`src/sv/reply_frame_crc_checker_unit_defines.svh`:
```
// Assertion macros shared by the reply frame CRC checker.
`ifndef REPLY_FRAME_CRC_CHECKER_UNIT_DEFINES_SVH
`define REPLY_FRAME_CRC_CHECKER_UNIT_DEFINES_SVH
`ifndef SYNTHESIS
`define RFCC_ASSERT(lbl, prop, msg) \
    lbl: assert property (@(posedge i_clk) disable iff (!i_rst_n) prop) else $error(msg);
`define RFCC_ASSERT_RST(lbl, prop, msg) \
    lbl: assert property (@(posedge i_clk) prop) else $error(msg);
`else
`define RFCC_ASSERT(lbl, prop, msg)
`define RFCC_ASSERT_RST(lbl, prop, msg)
`endif
`endif

```
`src/sv/rfcc_pkg.sv`:
```
// Types, constants and functions of the reply frame CRC checker.
package rfcc_pkg;

    localparam int MAX_FRAME = 150;

    localparam logic [7:0]  CR_BYTE    = 8'h0d;
    localparam logic [7:0]  LF_BYTE    = 8'h0a;
    localparam logic [7:0]  START_BYTE = 8'h28;
    localparam logic [15:0] CRC_POLY   = 16'h1021;

    localparam logic [2:0] ST_OK        = 3'd0;
    localparam logic [2:0] ST_BAD_START = 3'd1;
    localparam logic [2:0] ST_BAD_CRC   = 3'd2;
    localparam logic [2:0] ST_SHORT     = 3'd3;
    localparam logic [2:0] ST_OVERLEN   = 3'd4;

    localparam logic [2:0] MODE_NONE = 3'd0;
    localparam logic [2:0] MODE_P    = 3'd1;
    localparam logic [2:0] MODE_S    = 3'd2;
    localparam logic [2:0] MODE_L    = 3'd3;
    localparam logic [2:0] MODE_B    = 3'd4;
    localparam logic [2:0] MODE_F    = 3'd5;
    localparam logic [2:0] MODE_H    = 3'd6;

    typedef struct packed {
        logic       valid;
        logic [7:0] rx_byte;
    } t_stage;

    typedef struct packed {
        logic       valid;
        logic [2:0] status;
        logic [7:0] length;
        logic [2:0] mode;
    } t_result;

    // One MSB-first byte update, worked bit by bit with CRC_POLY.
    function automatic logic [15:0] crc_byte(input logic [15:0] crc, input logic [7:0] data);
        logic [15:0] c;
        c = crc ^ {data, 8'h00};
        for (int k = 0; k < 8; k++) begin
            c = c[15] ? ({c[14:0], 1'b0} ^ CRC_POLY) : {c[14:0], 1'b0};
        end
        return c;
    endfunction

    function automatic logic [7:0] bump(input logic [7:0] b);
        return (b == START_BYTE || b == CR_BYTE || b == LF_BYTE) ? b + 8'd1 : b;
    endfunction

    function automatic logic [2:0] mode_map(input logic [7:0] m);
        logic [2:0] r;
        unique case (m)
            8'h50:   r = MODE_P;
            8'h53:   r = MODE_S;
            8'h4c:   r = MODE_L;
            8'h42:   r = MODE_B;
            8'h46:   r = MODE_F;
            8'h48:   r = MODE_H;
            default: r = MODE_NONE;
        endcase
        return r;
    endfunction

endpackage

```
`src/sv/rfcc_input_reg.sv`:
```
// Input register that holds one received byte for the frame core.
module rfcc_input_reg
    import rfcc_pkg::*;
(
    input  logic       i_clk,
    input  logic       i_rst_n,
    input  logic       i_valid,
    input  logic [7:0] i_rx_byte,
    input  logic       i_advance,
    output logic       o_ready,
    output t_stage     o_stage
);

    logic       r_valid;
    logic [7:0] r_byte;

    assign o_ready = !r_valid || i_advance;

    always_ff @(posedge i_clk) begin
        if (!i_rst_n) begin
            r_valid <= 1'b0;
        end else if (o_ready) begin
            r_valid <= i_valid;
        end
    end

    always_ff @(posedge i_clk) begin
        if (o_ready && i_valid) begin
            r_byte <= i_rx_byte;
        end
    end

    assign o_stage = '{valid: r_valid, rx_byte: r_byte};

endmodule

```
`src/sv/rfcc_frame_core.sv`:
```
// Frame state: running CRC, held bytes, count, start check and mode byte.
module rfcc_frame_core
    import rfcc_pkg::*;
(
    input  logic    i_clk,
    input  logic    i_rst_n,
    input  t_stage  i_stage,
    input  logic    i_advance,
    output t_result o_result
);

    logic [15:0] r_crc, n_crc;
    logic [15:0] r_held, n_held;
    logic [7:0]  r_count, n_count;
    logic        r_start, n_start;
    logic [7:0]  r_mode, n_mode;

    logic        fire;
    logic        is_cr;
    logic        overlen;
    logic [7:0]  len;
    logic [15:0] want;

    assign fire    = i_stage.valid && i_advance;
    assign is_cr   = (i_stage.rx_byte == CR_BYTE);
    assign overlen = ({1'b0, r_count} + 9'd1) >= 9'(MAX_FRAME);
    assign len     = r_count + 8'd1;
    assign want    = {bump(r_crc[15:8]), bump(r_crc[7:0])};

    always_comb begin
        o_result.valid  = fire && (is_cr || overlen);
        o_result.length = is_cr ? len : 8'(MAX_FRAME);
        o_result.mode   = mode_map(r_mode);
        priority if (!is_cr) begin
            o_result.status = ST_OVERLEN;
        end else if (len < 8'd4) begin
            o_result.status = ST_SHORT;
        end else if (!r_start) begin
            o_result.status = ST_BAD_START;
        end else if (want == r_held) begin
            o_result.status = ST_OK;
        end else begin
            o_result.status = ST_BAD_CRC;
        end
    end

    always_comb begin
        n_crc   = r_crc;
        n_held  = r_held;
        n_count = r_count;
        n_start = r_start;
        n_mode  = r_mode;
        if (fire) begin
            if (is_cr || overlen) begin
                n_crc   = '0;
                n_held  = '0;
                n_count = '0;
                n_start = 1'b0;
                n_mode  = '0;
            end else begin
                if (r_count >= 8'd2) begin
                    n_crc = crc_byte(r_crc, r_held[15:8]);
                end
                n_held  = {r_held[7:0], i_stage.rx_byte};
                n_count = r_count + 8'd1;
                if (r_count == 8'd0) begin
                    n_start = (i_stage.rx_byte == START_BYTE);
                end
                if (r_count == 8'd1) begin
                    n_mode = i_stage.rx_byte;
                end
            end
        end
    end

    always_ff @(posedge i_clk) begin
        if (!i_rst_n) begin
            r_crc   <= '0;
            r_held  <= '0;
            r_count <= '0;
            r_start <= 1'b0;
            r_mode  <= '0;
        end else begin
            r_crc   <= n_crc;
            r_held  <= n_held;
            r_count <= n_count;
            r_start <= n_start;
            r_mode  <= n_mode;
        end
    end

endmodule

```
`src/sv/rfcc_result_reg.sv`:
```
// Result register that holds one frame result until the receiver takes it.
module rfcc_result_reg
    import rfcc_pkg::*;
(
    input  logic    i_clk,
    input  logic    i_rst_n,
    input  t_result i_result,
    input  logic    i_ready,
    output logic    o_advance,
    output t_result o_result
);

    logic       r_valid;
    logic [2:0] r_status;
    logic [7:0] r_length;
    logic [2:0] r_mode;

    assign o_advance = !r_valid || i_ready;

    always_ff @(posedge i_clk) begin
        if (!i_rst_n) begin
            r_valid <= 1'b0;
        end else if (o_advance) begin
            r_valid <= i_result.valid;
        end
    end

    always_ff @(posedge i_clk) begin
        if (o_advance && i_result.valid) begin
            r_status <= i_result.status;
            r_length <= i_result.length;
            r_mode   <= i_result.mode;
        end
    end

    assign o_result = '{valid: r_valid, status: r_status, length: r_length, mode: r_mode};

endmodule

```
`src/sv/reply_frame_crc_checker_unit.sv`:
```
// Top level of the reply frame CRC checker.
// Reply bytes enter on the input channel (i_valid, o_ready, i_rx_byte), one
// transaction per byte. A carriage return ends a frame and yields one result
// transaction on the output channel (o_valid, i_ready) carrying the status,
// the frame length including the carriage return, and the mode code taken
// from the second byte. A byte that would overrun the frame length limit
// yields an overlength result at once, is dropped, and the frame restarts.
// A byte is taken into an input register; when the result register can
// advance, the frame logic updates the CRC state and loads the result
// register. One byte is accepted every cycle while the receiver does not
// stall; the CRC update is a single byte step. When the receiver stalls,
// the result register holds and the input register takes one more byte
// only if it was empty; o_ready then stays low until the result is taken.
// Synchronous reset clears the frame state and both registers' valid flags.
`include "reply_frame_crc_checker_unit_defines.svh"
module reply_frame_crc_checker_unit
    import rfcc_pkg::*;
(
    input  logic       i_clk,
    input  logic       i_rst_n,
    input  logic       i_valid,
    output logic       o_ready,
    input  logic [7:0] i_rx_byte,
    output logic       o_valid,
    input  logic       i_ready,
    output logic [2:0] o_frame_status,
    output logic [7:0] o_frame_length,
    output logic [2:0] o_mode_code
);

    t_stage  stage;
    t_result core_result;
    t_result out_result;
    logic    advance;

    rfcc_input_reg u_input_reg (
        .i_clk     (i_clk),
        .i_rst_n   (i_rst_n),
        .i_valid   (i_valid),
        .i_rx_byte (i_rx_byte),
        .i_advance (advance),
        .o_ready   (o_ready),
        .o_stage   (stage)
    );

    rfcc_frame_core u_frame_core (
        .i_clk     (i_clk),
        .i_rst_n   (i_rst_n),
        .i_stage   (stage),
        .i_advance (advance),
        .o_result  (core_result)
    );

    rfcc_result_reg u_result_reg (
        .i_clk     (i_clk),
        .i_rst_n   (i_rst_n),
        .i_result  (core_result),
        .i_ready   (i_ready),
        .o_advance (advance),
        .o_result  (out_result)
    );

    assign o_valid        = out_result.valid;
    assign o_frame_status = out_result.status;
    assign o_frame_length = out_result.length;
    assign o_mode_code    = out_result.mode;

    `RFCC_ASSERT_RST(a_reset_clears, !i_rst_n |=> !o_valid, "result valid after reset")
    `RFCC_ASSERT(a_ok_len, o_valid && o_frame_status == ST_OK |-> o_frame_length >= 8'd4, "ok frame too short")
    `RFCC_ASSERT(a_overlen_len, o_valid && o_frame_status == ST_OVERLEN |-> o_frame_length == 8'(MAX_FRAME), "overlength length wrong")
    `RFCC_ASSERT(a_stage_hold, stage.valid && !advance |=> stage.valid, "held byte lost during stall")

endmodule
```
`config.mk`:
```
export PLATFORM = sky130hd
export DESIGN_NAME = reply_frame_crc_checker_unit
export DESIGN_NICKNAME = d
export VERILOG_FILES = /design/src/sv/rfcc_pkg.sv /design/src/sv/rfcc_input_reg.sv /design/src/sv/rfcc_frame_core.sv /design/src/sv/rfcc_result_reg.sv /design/src/sv/reply_frame_crc_checker_unit.sv
export VERILOG_INCLUDE_DIRS = /design/src /design/src/sv
export SDC_FILE = /design/constraint.sdc
export NUM_CORES = 1
export LEC_CHECK = 0
export BUFFER_PORTS_ARGS = -buffer_cell sky130_fd_sc_hd__buf_2
export CAP_MARGIN = 30
export CORE_MARGIN = 2
export CORE_UTILIZATION = 60
export DETAILED_ROUTE_END_ITERATION = 8
export PLACE_DENSITY = 0.8
export REMOVE_ABC_BUFFERS = 1
export SYNTH_ARGS = -nofsm -noshare
export SYNTH_HDL_FRONTEND = slang
export SYNTH_SLANG_ARGS = --single-unit
```
`constraint.sdc`:
```
create_clock -name i_clk -period 3 [get_ports i_clk]
set_input_delay 0.9 -clock i_clk [delete_from_list [all_inputs] [get_ports i_clk]]
set_output_delay 0.9 -clock i_clk [all_outputs]
set_load 0.1 [all_outputs]
```
==> flow_summary.json <==
{
  "clockPowerShare_pct": 36.3,
  "ctsRootBufferMaster": "clkbuf_8",
  "dieWidth_um": 82.12,
  "grt_max_degree": 23,
  "grt_pass1_vias": 2481,
  "crit_type": "reg -> reg",
  "crit_family": "simple AND/OR/NAND/NOR gates",
  "gr-total-overflow": 0,
  "cap_violations": 0,
  "end_kind": "flip-flop",
  "track_usage_pct": 23.75,
  "seqPwrFrac_pct": 58.1,
  "cp_data_required_time_ps": 3270,
  "cp_data_arrival_time_ps": 3010,
  "synthToLayoutAreaGrowth_pct": 9.467,
  "fin_skew_ps": 7.325,
  "drc": 0,
  "min_period_ps": 2739,
  "via_per_inst": 5.919,
  "clockBufferDepth": 2,
  "r2r_slack_ps": 260,
  "ir_drop_mv": 0.3709,
  "antenna_found_initial": 0,
  "vias": 2628,
  "slew_headroom_pct": 37.37,
  "postCtsSetupBuffers": 0,
  "placed_area_um2": 3837,
  "ys_seq_area_share_pct": 45.93,
  "hpwl_um": 5299,
  "final_cell_mix": "51 x dfxtp_1, 27 x buf_2, 25 x nand2_1, 24 x xnor2_1, 22 x edfxtp_1",
  "hp-start": "u_frame_core.r_held[14]",
  "crit_slowest_cell": "or4_1",
  "final_cell_area_um2": 4008,
  "insertion_delay_ps": 340,
  "p_int_mw": 1.376,
  "crit_chain": "ha_1 > nand3_2 > nor2_1 > xnor2_2 > a31oi_4 > or4_1 > o2bb2ai_1",
  "start_util_pct": 61.83,
  "drtAntennaViolNets": 0,
  "cp_max_fo": 16,
  "syn_area_um2": 3661,
  "p_sw_share_pct": 24.62,
  "final_hold_viol_count": 0,
  "p_comb_share_pct": 5.6,
  "drt-total-wl_um": 7269,
  "ys_async_sr_fraction_pct": 0,
  "fin_crit_sh_pct": 91.31,
  "cts_hold_buf": 0,
  "startpoint_type": "flip-flop",
  "power.switching_uw": 449.4,
  "diodes": 0,
  "core_area_um2": 5921,
  "cts_resized": 0,
  "utilization_pct": 67.69,
  "port_buffers": 27,
  "synth_cells": 334,
  "worstMarginPinSlew_ps": 934.3,
  "syn_avg_cell_area_um2": 10.96,
  "gp_congestion": 0.9090,
  "powerDensity_nw_per_um2": 455.4,
  "numCtsBuffers": 9,
  "max_stage_delay_ps": 840,
  "grt_pass1_wl_um": 11950,
  "fin_setup_tns_ps": 0,
  "io_pins": 28,
  "cts_max_level": 3,
  "die-area_um2": 6743,
  "p_leak_nw": 1.455,
  "synth_edf_count": 22,
  "dieHeight_um": 82.12,
  "hold_depth": 1,
  "timing.fmax_mhz": 365.0,
  "ys_types": 63,
  "holdPathEnd": "u_frame_core.r_held[14]",
  "r2r_start": "u_frame_core.r_count[0]",
  "hp-class": "reg -> reg",
  "final_common_cell": "dfxtp_1",
  "outcome": "complete, no violations",
  "rr_endpoint": "u_frame_core.r_crc[13]",
  "nets": 389,
  "r2r.worst_path.cells": 7,
  "rsz0062_at_grt": "false",
  "crit_path_start": "u_frame_core.r_count[0]",
  "slew_viol_final": 0,
  "drt-wirelength-per-cell_um": 16.37,
  "synth_ff_type": "dfxtp_1",
  "clkSinkCount": 73,
  "clk_pin_slew_ps": 80,
  "drt_iter0_markers": 214,
  "setup_viol": 0,
  "synth_seq_cells": 73,
  "rows": 28,
  "drive_gt1_share_pct": 18.70,
  "dr.pass1.iters": 4,
  "critical_path_buf_inv_count": 0,
  "cts_tree": "yes",
  "synth_warnings": 0
}
[cells in the mapped netlist, types with 2 or more instances]
library cell   n  share of area, %
dfxtp_1       51                28
a31oi_1        4              0.68
o21ai_0       10               1.4
a22o_1        16               3.8
nor2b_1        6               1.0
mux2i_1        3              0.82
o31ai_1        3              0.62
and2_1         3              0.51
ha_1          13               4.4
nor4_4         2               1.2
a21oi_1        5              0.68
and4b_1        2              0.55
nor2_1        16               1.6
or4_1          2              0.41
or2_2          2              0.34
xnor2_2        3               1.3
nand2b_1       2              0.34
buf_6          5               1.5
a21o_1         4              0.82
nand3_1        5              0.68
nor4_1         2              0.34
o2111ai_1      2              0.48
nor3_1         5              0.68
nand4_1        3              0.51
xor2_1        16               3.8
nand3_2        2              0.55
clkbuf_1       5              0.51
buf_2          2              0.27
o2bb2ai_1     15               3.6
inv_1         13               1.3
edfxtp_1      22                18
or3_1          3              0.51
a32o_1         9               2.5
nand2_1       25               2.6
a2111oi_0      2              0.48
xnor2_1       24               5.7
[power by group through the flow]
stage	clock (mW)	combinational, mW	sequential [mW]
after floorplan	0	0.0700	1.07
after global placement	0	0.0986	1.08
after detailed placement	0	0.101	1.08
after CTS	0.676	0.102	1.06
after global routing	0.719	0.115	1.06
final	0.662	0.103	1.06
[cell type report]
| class | instances | area (µm²) |
|---|---|---|
| Clock buffer | 9 | 123.9 |
| Inverter | 14 | 55.05 |
| Tap cell | 75 | 93.84 |
| Multi-Input combinational cell | 234 | 1834 |
| Clock inverter | 7 | 46.29 |
| Sequential cell | 73 | 1682 |
| Timing Repair Buffer | 32 | 172.7 |
| Fill cell | 460 | 1913 |
[flip-flops by register name, indices dropped and copies added (netlist names)]
name and count:
u_frame_core.r_crc 16, u_frame_core.r_held 16, u_frame_core.r_count 8, u_frame_core.r_mode 8, u_input_reg.r_byte 8, u_result_reg.r_length 8, u_result_reg.r_mode 3, u_result_reg.r_status 3
u_frame_core.r_start 1, u_input_reg.r_valid 1, u_result_reg.r_valid 1
[how the worst max path moves through the flow]
stage | slack [ps] | cells past startpoint | end
global placement | 400 | 7 | u_frame_core.r_crc[13]
CTS | 290 | 7 | u_frame_core.r_crc[1]
global route | 70 | 7 | u_frame_core.r_crc[1]
floorplan | 250 | 2 | o_ready
detailed placement | 330 | 7 | u_frame_core.r_crc[1]
finish | 260 | 7 | u_frame_core.r_crc[13]
[per-layer routing]
layer | track usage [%] | share of wire (%)
met2 | 36.34 | 45
met5 | 0 | 0
met3 | 4.891 | 4.8
met4 | 8.833 | 1.7
met1 | 33.43 | 49
[per-stage QoR]
stage	std cells	hold WS [ps]	setup slack [ps]	power [mW]
after floorplan	321	463.1	249.4	1.144
after global placement	428	486.6	404.4	1.180
after detailed placement	428	489.4	326.2	1.183
after CTS	444	507.4	288.9	1.837
after global routing	444	532.3	69.53	1.896
final	444	505.2	260.6	1.825
[cells by family (layout without fill, tap and decap cells)]
logic type	after synthesis	count (layout)	synth area share (%)
and+or+nand+nor	92	92	14.90
AOI/OAI and AO/OA	82	82	18.73
DFF	73	73	45.93
xor gates and xnor gates	43	43	10.90
buffers and inverters	27	62	3.964
adders and majority gates	13	13	4.443
muxes	4	4	1.128
(Power assumes the default switching activity.)
